$ cat config.mk
export PLATFORM = sky130hd
export DESIGN_NAME = calendar_time_add_seconds_flat
export DESIGN_NICKNAME = d
export VERILOG_FILES = /design/src/rtl/core/cta_pkg.sv /design/src/rtl/core/cta_req_if.sv /design/src/rtl/core/cta_rsp_if.sv /design/src/rtl/core/calendar_time_add_seconds.sv /design/src/flat_wrapper.sv
export SDC_FILE = /design/constraint.sdc
export NUM_CORES = 1
export LEC_CHECK = 0
export ABC_AREA = 0
export BUFFER_PORTS_ARGS = -buffer_cell sky130_fd_sc_hd__buf_2
export CAP_MARGIN = 10
export CORE_ASPECT_RATIO = 0.8
export CORE_MARGIN = 2
export CORE_UTILIZATION = 60
export DETAILED_ROUTE_END_ITERATION = 7
export PLACE_DENSITY = 0.77
export SYNTH_ARGS = -nofsm -noshare
export SYNTH_HDL_FRONTEND = slang
export SYNTH_SLANG_ARGS = --single-unit
$ cat constraint.sdc
create_clock -name clock -period 21.7 [get_ports clock]
set_clock_uncertainty 0.05 [all_clocks]
set_input_delay 2.17 -clock clock [delete_from_list [all_inputs] [get_ports clock]]
set_output_delay 2.17 -clock clock [all_outputs]
set_load 0.02 [all_outputs]
$ cat src/rtl/core/cta_pkg.sv
// cta_pkg: shared types, constants and calendar helpers for the calendar time adder.
// No dependencies. Used by the channel interfaces and calendar_time_add_seconds.
package cta_pkg;

   localparam int unsigned SECS_PER_MIN  = 60;
   localparam int unsigned SECS_PER_HOUR = 60 * 60;
   localparam int unsigned SECS_PER_DAY  = 24 * 60 * 60;
   localparam int unsigned DAYS_PER_YEAR = 365;
   localparam int unsigned DAYS_PER_QUAD = 4 * 365 + 1;
   // 2000..2099: every fourth year is leap, 2000 included
   localparam int unsigned SPAN_DAYS     = 100 * 365 + 25;
   localparam longint unsigned SPAN_SECS = 64'(SPAN_DAYS) * 64'(SECS_PER_DAY);
   localparam int unsigned YEAR_LAST     = 99;
   localparam int unsigned QUAD_LAST     = 96;
   localparam int unsigned MONTH_LAST    = 12;
   localparam int unsigned CENTURY_YEAR  = 100;

   // Quotient widths of the three divisions done on the shared multiplier
   localparam int unsigned DAY_Q_BITS  = 16;
   localparam int unsigned HOUR_Q_BITS = 5;
   localparam int unsigned MIN_Q_BITS  = 6;

   // Shared multiplier operand and product widths
   localparam int unsigned MUL_W  = 26;
   localparam int unsigned PROD_W = 2 * MUL_W;

   // Reciprocal division: q = ((x >> PRE) * RECIP) >> SHIFT, exact over each step's range
   localparam int unsigned DAY_PRE_SHIFT  = 7;
   localparam int unsigned DAY_RECIP      = 50903317;  // ceil(2^35 / 675)
   localparam int unsigned DAY_SHIFT      = 35;
   localparam int unsigned HOUR_PRE_SHIFT = 4;
   localparam int unsigned HOUR_RECIP     = 9321;      // ceil(2^21 / 225)
   localparam int unsigned HOUR_SHIFT     = 21;
   localparam int unsigned MIN_PRE_SHIFT  = 2;
   localparam int unsigned MIN_RECIP      = 1093;      // ceil(2^14 / 15)
   localparam int unsigned MIN_SHIFT      = 14;

   // Signed working accumulator: covers every linear time plus delta
   localparam int unsigned ACC_W = 35;

   typedef struct packed {
      logic [6:0]         in_year;
      logic [3:0]         in_month;
      logic [4:0]         in_day;
      logic [4:0]         in_hour;
      logic [5:0]         in_minute;
      logic [5:0]         in_second;
      logic signed [31:0] delta_seconds;
   } req_type;

   typedef struct packed {
      logic [6:0] out_year;
      logic [3:0] out_month;
      logic [4:0] out_day;
      logic [4:0] out_hour;
      logic [5:0] out_minute;
      logic [5:0] out_second;
      logic       range_error;
   } rsp_type;

   // Gregorian rule over 2000..2127: 2100 is the only multiple of four that is not leap
   function automatic logic is_leap(input logic [6:0] y);
      return (y[1:0] == 2'b00) && (y != 7'(CENTURY_YEAR));
   endfunction

   // 13..15 continue the August pattern (30, 31, 30)
   function automatic logic [4:0] month_len(input logic [3:0] m, input logic leap);
      logic [4:0] len;
      if (m == 4'd2) begin
         len = leap ? 5'd29 : 5'd28;
      end else if (m <= 4'd7) begin
         len = m[0] ? 5'd31 : 5'd30;
      end else begin
         len = m[0] ? 5'd30 : 5'd31;
      end
      return len;
   endfunction

   // Days in the years 0 .. y-1
   function automatic logic [15:0] year_base(input logic [6:0] y);
      logic [16:0] plain;
      logic [7:0]  leaps;
      plain = 17'(y) * 17'(DAYS_PER_YEAR);
      leaps = ({1'b0, y} + 8'd3) >> 2;
      if (y > 7'(CENTURY_YEAR)) begin
         leaps = leaps - 8'd1;
      end
      return 16'(plain + 17'(leaps));
   endfunction

endpackage

$ cat src/rtl/core/cta_req_if.sv
// cta_req_if: request channel (valid/ready plus calendar time and delta payload).
// Depends on cta_pkg.
interface cta_req_if
   import cta_pkg::*;
();
   logic    valid;
   logic    ready;
   req_type payload;

   modport source (output valid, output payload, input ready);
   modport sink   (input valid, input payload, output ready);
endinterface

$ cat src/rtl/core/cta_rsp_if.sv
// cta_rsp_if: response channel (valid/ready plus normalized calendar time payload).
// Depends on cta_pkg.
interface cta_rsp_if
   import cta_pkg::*;
();
   logic    valid;
   logic    ready;
   rsp_type payload;

   modport source (output valid, output payload, input ready);
   modport sink   (input valid, input payload, output ready);
endinterface

$ cat src/rtl/core/calendar_time_add_seconds.sv
// calendar_time_add_seconds: adds a signed second count to a 2000..2099 calendar time.
// Depends on cta_pkg, cta_req_if and cta_rsp_if.
//
//   channel   dir  handshake      beat contents
//   req_chan  in   valid/ready    year, month, day, hour, minute, second, delta_seconds
//   rsp_chan  out  valid/ready    year, month, day, hour, minute, second, range_error
//
// One beat at a time, run by a sequencer over one shared 35-bit add/compare unit and one
// 26x26 multiplier: accept, month sum (up to 14 adds), five setup steps, six reciprocal
// divide steps, up to 24 four-year, 3 year and 11 month steps; each loop adds one closing
// check. The result is valid the cycle after the final step.
// Synchronous active-high reset returns to idle with no result pending. A result waits
// in the output register; only the next request's final step stalls while it is unread.
module calendar_time_add_seconds
   import cta_pkg::*;
(
   input  logic       clock,
   input  logic       reset,
   cta_req_if.sink    req_chan,
   cta_rsp_if.source  rsp_chan
);

   typedef enum logic [3:0] {
      S_IDLE,
      S_MON,     // linear: add lengths of months before the input month
      S_DAY,     // linear: add day of month
      S_MUL,     // linear: days to seconds
      S_HMS,     // linear: add hh:mm:ss, less the day counted by "day" instead of "day-1"
      S_DELTA,   // add the signed delta
      S_CLAMP,   // saturate to 2000..2099
      S_QDAY,    // day count by reciprocal multiply
      S_RDAY,    // seconds left in the day
      S_QHOUR,   // hour by reciprocal multiply
      S_RHOUR,   // seconds left in the hour
      S_QMIN,    // minute by reciprocal multiply
      S_RMIN,    // seconds left in the minute
      S_YEAR4,   // strip whole four-year groups
      S_YEAR1,   // strip single years
      S_MON2     // strip months, then hand off the result
   } state_type;

   state_type           state_ff,   state_in;
   req_type             req_ff,     req_in;
   rsp_type             rsp_ff,     rsp_in;
   logic                rsp_valid_ff, rsp_valid_in;
   logic [ACC_W-1:0]    acc_ff,     acc_in;
   logic [DAY_Q_BITS-1:0] days_ff,  days_in;
   logic [6:0]          year_ff,    year_in;
   logic [3:0]          mon_ff,     mon_in;
   logic [4:0]          hour_ff,    hour_in;
   logic [5:0]          minute_ff,  minute_in;
   logic [5:0]          second_ff,  second_in;
   logic                err_ff,     err_in;

   // shared unit
   logic [ACC_W-1:0]      addend;
   logic [ACC_W-1:0]      sum;
   logic                  ge;
   logic [16:0]           hms_secs;
   logic [MUL_W-1:0]      mul_a;
   logic [MUL_W-1:0]      mul_b;
   logic [PROD_W-1:0]     prod;
   logic                  rsp_free;

   assign req_chan.ready   = (state_ff == S_IDLE);
   assign rsp_chan.valid   = rsp_valid_ff;
   assign rsp_chan.payload = rsp_ff;

   assign hms_secs = 17'(req_ff.in_hour) * 17'(SECS_PER_HOUR)
                   + 17'(req_ff.in_minute) * 17'(SECS_PER_MIN)
                   + 17'(req_ff.in_second);

   // Shared multiplier: days to seconds, reciprocal quotients and quotient times divisor
   always_comb begin
      unique case (state_ff)
         S_MUL: begin
            mul_a = MUL_W'(acc_ff[DAY_Q_BITS-1:0]);
            mul_b = MUL_W'(SECS_PER_DAY);
         end
         S_QDAY: begin
            mul_a = MUL_W'(acc_ff[31:DAY_PRE_SHIFT]);
            mul_b = MUL_W'(DAY_RECIP);
         end
         S_RDAY: begin
            mul_a = MUL_W'(days_ff);
            mul_b = MUL_W'(SECS_PER_DAY);
         end
         S_QHOUR: begin
            mul_a = MUL_W'(acc_ff[16:HOUR_PRE_SHIFT]);
            mul_b = MUL_W'(HOUR_RECIP);
         end
         S_RHOUR: begin
            mul_a = MUL_W'(hour_ff);
            mul_b = MUL_W'(SECS_PER_HOUR);
         end
         S_QMIN: begin
            mul_a = MUL_W'(acc_ff[11:MIN_PRE_SHIFT]);
            mul_b = MUL_W'(MIN_RECIP);
         end
         S_RMIN: begin
            mul_a = MUL_W'(minute_ff);
            mul_b = MUL_W'(SECS_PER_MIN);
         end
         default: begin
            mul_a = '0;
            mul_b = '0;
         end
      endcase
   end

   assign prod = PROD_W'(mul_a) * PROD_W'(mul_b);

   // Operand of the shared adder; subtraction feeds the negated operand and
   // the sign of the sum is the compare result.
   always_comb begin
      unique case (state_ff)
         S_MON:   addend = ACC_W'(month_len(mon_ff, is_leap(req_ff.in_year)));
         S_DAY:   addend = ACC_W'(req_ff.in_day);
         S_HMS:   addend = ACC_W'(hms_secs) - ACC_W'(SECS_PER_DAY);
         S_DELTA: addend = {{(ACC_W-32){req_ff.delta_seconds[31]}}, req_ff.delta_seconds};
         S_CLAMP: addend = -ACC_W'(SPAN_SECS);
         S_RDAY:  addend = -ACC_W'(prod);
         S_RHOUR: addend = -ACC_W'(prod);
         S_RMIN:  addend = -ACC_W'(prod);
         S_YEAR4: addend = -ACC_W'(DAYS_PER_QUAD);
         S_YEAR1: addend = -ACC_W'(is_leap(year_ff) ? DAYS_PER_YEAR + 1 : DAYS_PER_YEAR);
         S_MON2:  addend = -ACC_W'(month_len(mon_ff, is_leap(year_ff)));
         default: addend = '0;
      endcase
   end

   assign sum      = acc_ff + addend;
   assign ge       = ~sum[ACC_W-1];
   assign rsp_free = ~rsp_valid_ff | rsp_chan.ready;

   always_comb begin
      state_in     = state_ff;
      req_in       = req_ff;
      rsp_in       = rsp_ff;
      rsp_valid_in = rsp_valid_ff & ~rsp_chan.ready;
      acc_in       = acc_ff;
      days_in      = days_ff;
      year_in      = year_ff;
      mon_in       = mon_ff;
      hour_in      = hour_ff;
      minute_in    = minute_ff;
      second_in    = second_ff;
      err_in       = err_ff;

      unique case (state_ff)
         S_IDLE: begin
            if (req_chan.valid) begin
               req_in   = req_chan.payload;
               acc_in   = ACC_W'(year_base(req_chan.payload.in_year));
               mon_in   = 4'd1;
               err_in   = 1'b0;
               state_in = S_MON;
            end
         end
         S_MON: begin
            if (mon_ff < req_ff.in_month) begin
               acc_in = sum;
               mon_in = mon_ff + 4'd1;
            end else begin
               state_in = S_DAY;
            end
         end
         S_DAY: begin
            acc_in   = sum;
            state_in = S_MUL;
         end
         S_MUL: begin
            acc_in   = ACC_W'(prod);
            state_in = S_HMS;
         end
         S_HMS: begin
            acc_in   = sum;
            state_in = S_DELTA;
         end
         S_DELTA: begin
            acc_in   = sum;
            state_in = S_CLAMP;
         end
         S_CLAMP: begin
            if (acc_ff[ACC_W-1]) begin
               acc_in = '0;
               err_in = 1'b1;
            end else if (ge) begin
               acc_in = ACC_W'(SPAN_SECS - 64'd1);
               err_in = 1'b1;
            end
            state_in = S_QDAY;
         end
         S_QDAY: begin
            days_in  = prod[DAY_SHIFT +: DAY_Q_BITS];
            state_in = S_RDAY;
         end
         S_RDAY: begin
            acc_in   = sum;
            state_in = S_QHOUR;
         end
         S_QHOUR: begin
            hour_in  = prod[HOUR_SHIFT +: HOUR_Q_BITS];
            state_in = S_RHOUR;
         end
         S_RHOUR: begin
            acc_in   = sum;
            state_in = S_QMIN;
         end
         S_QMIN: begin
            minute_in = prod[MIN_SHIFT +: MIN_Q_BITS];
            state_in  = S_RMIN;
         end
         S_RMIN: begin
            second_in = sum[5:0];
            acc_in    = ACC_W'(days_ff);
            year_in   = '0;
            state_in  = S_YEAR4;
         end
         S_YEAR4: begin
            if ((year_ff < 7'(QUAD_LAST)) && ge) begin
               acc_in  = sum;
               year_in = year_ff + 7'd4;
            end else begin
               state_in = S_YEAR1;
            end
         end
         S_YEAR1: begin
            if ((year_ff < 7'(YEAR_LAST)) && ge) begin
               acc_in  = sum;
               year_in = year_ff + 7'd1;
            end else begin
               mon_in   = 4'd1;
               state_in = S_MON2;
            end
         end
         S_MON2: begin
            if ((mon_ff < 4'(MONTH_LAST)) && ge) begin
               acc_in = sum;
               mon_in = mon_ff + 4'd1;
            end else if (rsp_free) begin
               // final step stalls only while the previous beat is unread
               rsp_in.out_year    = year_ff;
               rsp_in.out_month   = mon_ff;
               rsp_in.out_day     = acc_ff[4:0] + 5'd1;
               rsp_in.out_hour    = hour_ff;
               rsp_in.out_minute  = minute_ff;
               rsp_in.out_second  = second_ff;
               rsp_in.range_error = err_ff;
               rsp_valid_in       = 1'b1;
               state_in           = S_IDLE;
            end
         end
         default: state_in = S_IDLE;
      endcase
   end

   always_ff @(posedge clock) begin
      if (reset) begin
         state_ff     <= S_IDLE;
         rsp_valid_ff <= 1'b0;
      end else begin
         state_ff     <= state_in;
         rsp_valid_ff <= rsp_valid_in;
      end
      req_ff    <= req_in;
      rsp_ff    <= rsp_in;
      acc_ff    <= acc_in;
      days_ff   <= days_in;
      year_ff   <= year_in;
      mon_ff    <= mon_in;
      hour_ff   <= hour_in;
      minute_ff <= minute_in;
      second_ff <= second_in;
      err_ff    <= err_in;
   end

endmodule

$ cat src/flat_wrapper.sv
// flat-port wrapper written by rule: the top's interface ports become plain ports
module calendar_time_add_seconds_flat import cta_pkg::*;
  (clock, reset, req_chan_valid, req_chan_payload, req_chan_ready, rsp_chan_valid, rsp_chan_payload, rsp_chan_ready);
  cta_req_if req_chan_i ();
  cta_rsp_if rsp_chan_i ();
  input  logic clock;
  input  logic reset;
  input wire logic [$bits(req_chan_i.valid)-1:0] req_chan_valid;
  input wire logic [$bits(req_chan_i.payload)-1:0] req_chan_payload;
  output wire logic [$bits(req_chan_i.ready)-1:0] req_chan_ready;
  output wire logic [$bits(rsp_chan_i.valid)-1:0] rsp_chan_valid;
  output wire logic [$bits(rsp_chan_i.payload)-1:0] rsp_chan_payload;
  input wire logic [$bits(rsp_chan_i.ready)-1:0] rsp_chan_ready;
  assign req_chan_i.valid = req_chan_valid;
  assign req_chan_i.payload = req_chan_payload;
  assign req_chan_ready = req_chan_i.ready;
  assign rsp_chan_valid = rsp_chan_i.valid;
  assign rsp_chan_payload = rsp_chan_i.payload;
  assign rsp_chan_i.ready = rsp_chan_ready;
  calendar_time_add_seconds u_core (.clock(clock), .reset(reset), .req_chan(req_chan_i), .rsp_chan(rsp_chan_i));
endmodule
==> flow_summary.toml <==
[power_and_ir_drop]
p_sw_uw = 2337
seqPwrFrac = 0.149
p_leak_uw = 0.01617
ir_drop_v = 0.0001873
pwr-share-clk = 0.079
netSwitchingFraction = 0.5545
p_comb_frac = 0.772
p_int_uw = 1877
power_density_nw_per_um2 = 132.5

[clocking]
hold_buffers = 0
cts_buffers = 17
cts_buffer_depth = 2
cts_tree = "yes"
cts_setup_buffers = 0
h-tree-depth = 4
cts_root_buf = "clkbuf_16"
cts_resized = 0
clkSlewWorstSetupHoldPaths_ns = 0.08
cts_sinks = 184
clk_latency_ns = 0.47

[yosys]
ys.flop_type = "edfxtp_1"
avgSynthCellArea_sq_um = 9.683
synth-seq-cells = 184
synthesis.instances = 3052
ys_warn_count = 0
synth_edf_count = 179
async_flop_share = 0
syn_area_sq_um = 29550
synth_cell_types = 94
synth-seq-area-share = 0.1853

[worst_setup_path]
crit_path_start_kind = "flop"
cp-end-kind = "flop"
cpPeakStageDelay_ns = 0.92
slowest_stage = "dfxtp_1"
path_common_cell = "a21oi_1"
critPathRequiredTime_ns = 21.75
r2r-start = "u_core.state_ff[3]"
crit_type = "flop to flop"
r2r_cells = 42
arrival_ns = 14.67
rrSetupSlack_ns = 7.09
r2r-end = "u_core.acc_ff[16]"
critPathMaxFanout = 42

[sta]
setup_viol = 0
setup_tns_ns = 0
finalCritPeriodShare = 0.6733
slew_headroom = 0.1568
fmax_mhz = 68.44
hold_viol = 0
tightestPinTransition_ns = 1.257
finalMaxSlewViolations = 0
fin_ws_ns = 7.089
fin_crit_ns = 14.61
rsz0062_at_grt = "false"

[place]
dp_slack_ns = 7.467
routabilityCongestion = 0.9745
numPortBuffers = 104
hpwl_um = 75810

[global_route]
global_route.overflow_total = 0
grt_max_degree = 49
track_usage = 0.3639
grt_pass1_vias = 23520
antenna_found_initial = 2
grt_pass1_wl_um = 138200

[min_path]
min_from = "u_core.err_ff"
min_path_type = "flop to flop"
hold-path-endpoint = "u_core.rsp_chan.payload[0]"
min_path_cells = 0

[floorplanning]
coreArea_sq_um = 48470
io_pins = 105
chipHeight_um = 202.5
fp-row-count = 72
die_w_um = 252.1
dieArea_sq_um = 51060
initial_core_util = 0.6097

[final_layout]
fin_util = 0.6562
nets = 4098
drive_above_1_share = 0.06673
fillers = 3986
synthToLayoutAreaGrowth_pct = 7.625

[route]
vias = 23130
wire_per_inst_um = 23.18
routed_wirelength_um = 89700
ant_nets = 0
drc_errors = 0
drt_iter0_drc = 2535
dr.pass1.iters = 6
detail_route.vias_per_cell = 5.978

[outcome]
status = "completed"

[run]
drv_cap = 0
-- Yosys cell counts, drive strengths merged, types with 6 or more instances --
master / number / share of area
nand4: 21 / 0.0044
xor2: 65 / 0.019
o21ai: 113 / 0.019
a21oi: 149 / 0.026
ha: 391 / 0.17
nor4: 9 / 0.0026
edfxtp: 179 / 0.18
o21bai: 24 / 0.0061
nor2b: 24 / 0.0053
xnor2: 97 / 0.029
a211oi: 17 / 0.0048
a221oi: 16 / 0.0047
o22ai: 10 / 0.0023
inv: 693 / 0.088
clkbuf: 61 / 0.0077
a22o: 10 / 0.0030
o211ai: 21 / 0.0053
or3: 10 / 0.0021
nand2b: 22 / 0.0047
and3: 19 / 0.0040
or2: 20 / 0.0042
a31oi: 20 / 0.0042
o221ai: 7 / 0.0021
a21o: 40 / 0.010
nand2: 201 / 0.026
a22oi: 15 / 0.0038
buf: 8 / 0.0011
nand3: 36 / 0.0061
nor2: 117 / 0.015
and2: 35 / 0.0074
fa: 414 / 0.28
a222oi: 6 / 0.0020
and4: 11 / 0.0033
a221o: 10 / 0.0034
o21a: 16 / 0.0041
mux2i: 6 / 0.0020
nor3: 47 / 0.0087
-- worst max-delay path: cells and delay by family (launching register included) --
family,cells,cell delay (ns)
compound gates,15,3.72
xor+xnor,3,0.63
fa+ha+maj,9,4.08
buf+inv,7,1.29
flops,1,0.92
simple gates,8,3.42
-- cells in the final DEF (no fill, tap or decap), types with 9 or more instances in the layout --
| master | count |
|---|---|
| buf_4 | 25 |
| a31oi_1 | 20 |
| a221o_1 | 10 |
| or2_2 | 16 |
| a21o_1 | 39 |
| inv_1 | 691 |
| and3_1 | 19 |
| nor2b_1 | 22 |
| nand3_1 | 36 |
| nand2b_1 | 22 |
| a22oi_1 | 15 |
| or3_1 | 10 |
| nand4_1 | 21 |
| nor3_1 | 41 |
| o21ai_0 | 100 |
| o21ai_1 | 12 |
| a22o_1 | 10 |
| xor2_1 | 65 |
| and2_1 | 34 |
| conb_1 | 95 |
| buf_2 | 104 |
| xnor2_1 | 96 |
| clkbuf_16 | 17 |
| o21bai_1 | 24 |
| nand2_1 | 201 |
| a211oi_1 | 14 |
| edfxtp_1 | 179 |
| o21a_1 | 16 |
| a221oi_1 | 16 |
| o211ai_1 | 21 |
| ha_1 | 391 |
| fa_1 | 414 |
| o22ai_1 | 9 |
| a21oi_1 | 146 |
| nor2_1 | 115 |
| and4_1 | 11 |
-- per-stage QoR --
stage               power [uW]  cells  hold slack [ns]  instance area (sq um)
finish                    4215   3869           0.3801                  31810
global route              4506   3866           0.3949                  31800
CTS                       4100   3866           0.3790                  31800
detailed placement        3740   3834           0.3566                  31180
global placement          3672   3834           0.3559                  31180
floorplan                 2861   3145           0.3503                  29900
-- worst max path at each step --
stage / startpoint / to / slack (ns) / cells past startpoint
after detailed placement: u_core.state_ff[3] / u_core.acc_ff[22] / 7.47 / 42
after global routing: u_core.state_ff[3] / u_core.acc_ff[16] / 6.32 / 42
after floorplan: u_core.state_ff[3] / u_core.acc_ff[0] / 8.78 / 45
after global placement: u_core.state_ff[3] / u_core.rsp_chan.payload[10] / 7.69 / 40
final: u_core.state_ff[3] / u_core.acc_ff[16] / 7.09 / 42
after CTS: u_core.state_ff[3] / u_core.rsp_chan.payload[21] / 7.41 / 40
-- logic make-up after synthesis --
logic type	Yosys count	share of synthesized area
fa+ha+maj	805	0.4460
buf+inv	762	0.09691
simple gates	600	0.1018
compound gates	530	0.1187
flops	184	0.1853
xor+xnor	162	0.04865
mux	7	0.002413
other cells	2	0.0002541
-- per-layer routing --
layer	global-route usage	vias to the layer above	wire length, um
met5	0	-	11
met4	0.1050	2	2741
met3	0.09103	144	9452
met2	0.5279	1105	37950
met1	0.5411	11550	39540
li1	-	10330	-
-- final cells by class --
type | count | area [sq um] | share of cell area
antenna | 3 | 7.507 | 0.0002360
clock buffer | 17 | 425.4 | 0.01338
clock inverter | 15 | 187.7 | 0.005901
inverter | 693 | 2601 | 0.08179
multi-input combinational | 2199 | 21610 | 0.6795
sequential | 184 | 5475 | 0.1721
tap | 629 | 787.0 | 0.02474
timing repair buffer | 129 | 708.2 | 0.02227
-- flip-flops by register name, indices dropped and copies added (netlist names) --
signal                   count
u_core.days_ff              16
u_core.err_ff                1
u_core.minute_ff             6
u_core.req_ff               65
u_core.year_ff               7
u_core.mon_ff                4
u_core.rsp_chan.payload     34
u_core.rsp_chan.valid        1
u_core.state_ff              4
u_core.acc_ff               35
u_core.second_ff             6
u_core.hour_ff               5
-- power groups by stage --
stage / clock, uW / sequential, uW / combinational, uW
floorplan: 0 / 564 / 2300
global placement: 0 / 627 / 3040
detailed placement: 0 / 630 / 3110
CTS: 335 / 622 / 3140
global route: 348 / 628 / 3530
finish: 331 / 628 / 3260
Note: power is estimated with default switching activity, not from simulation.
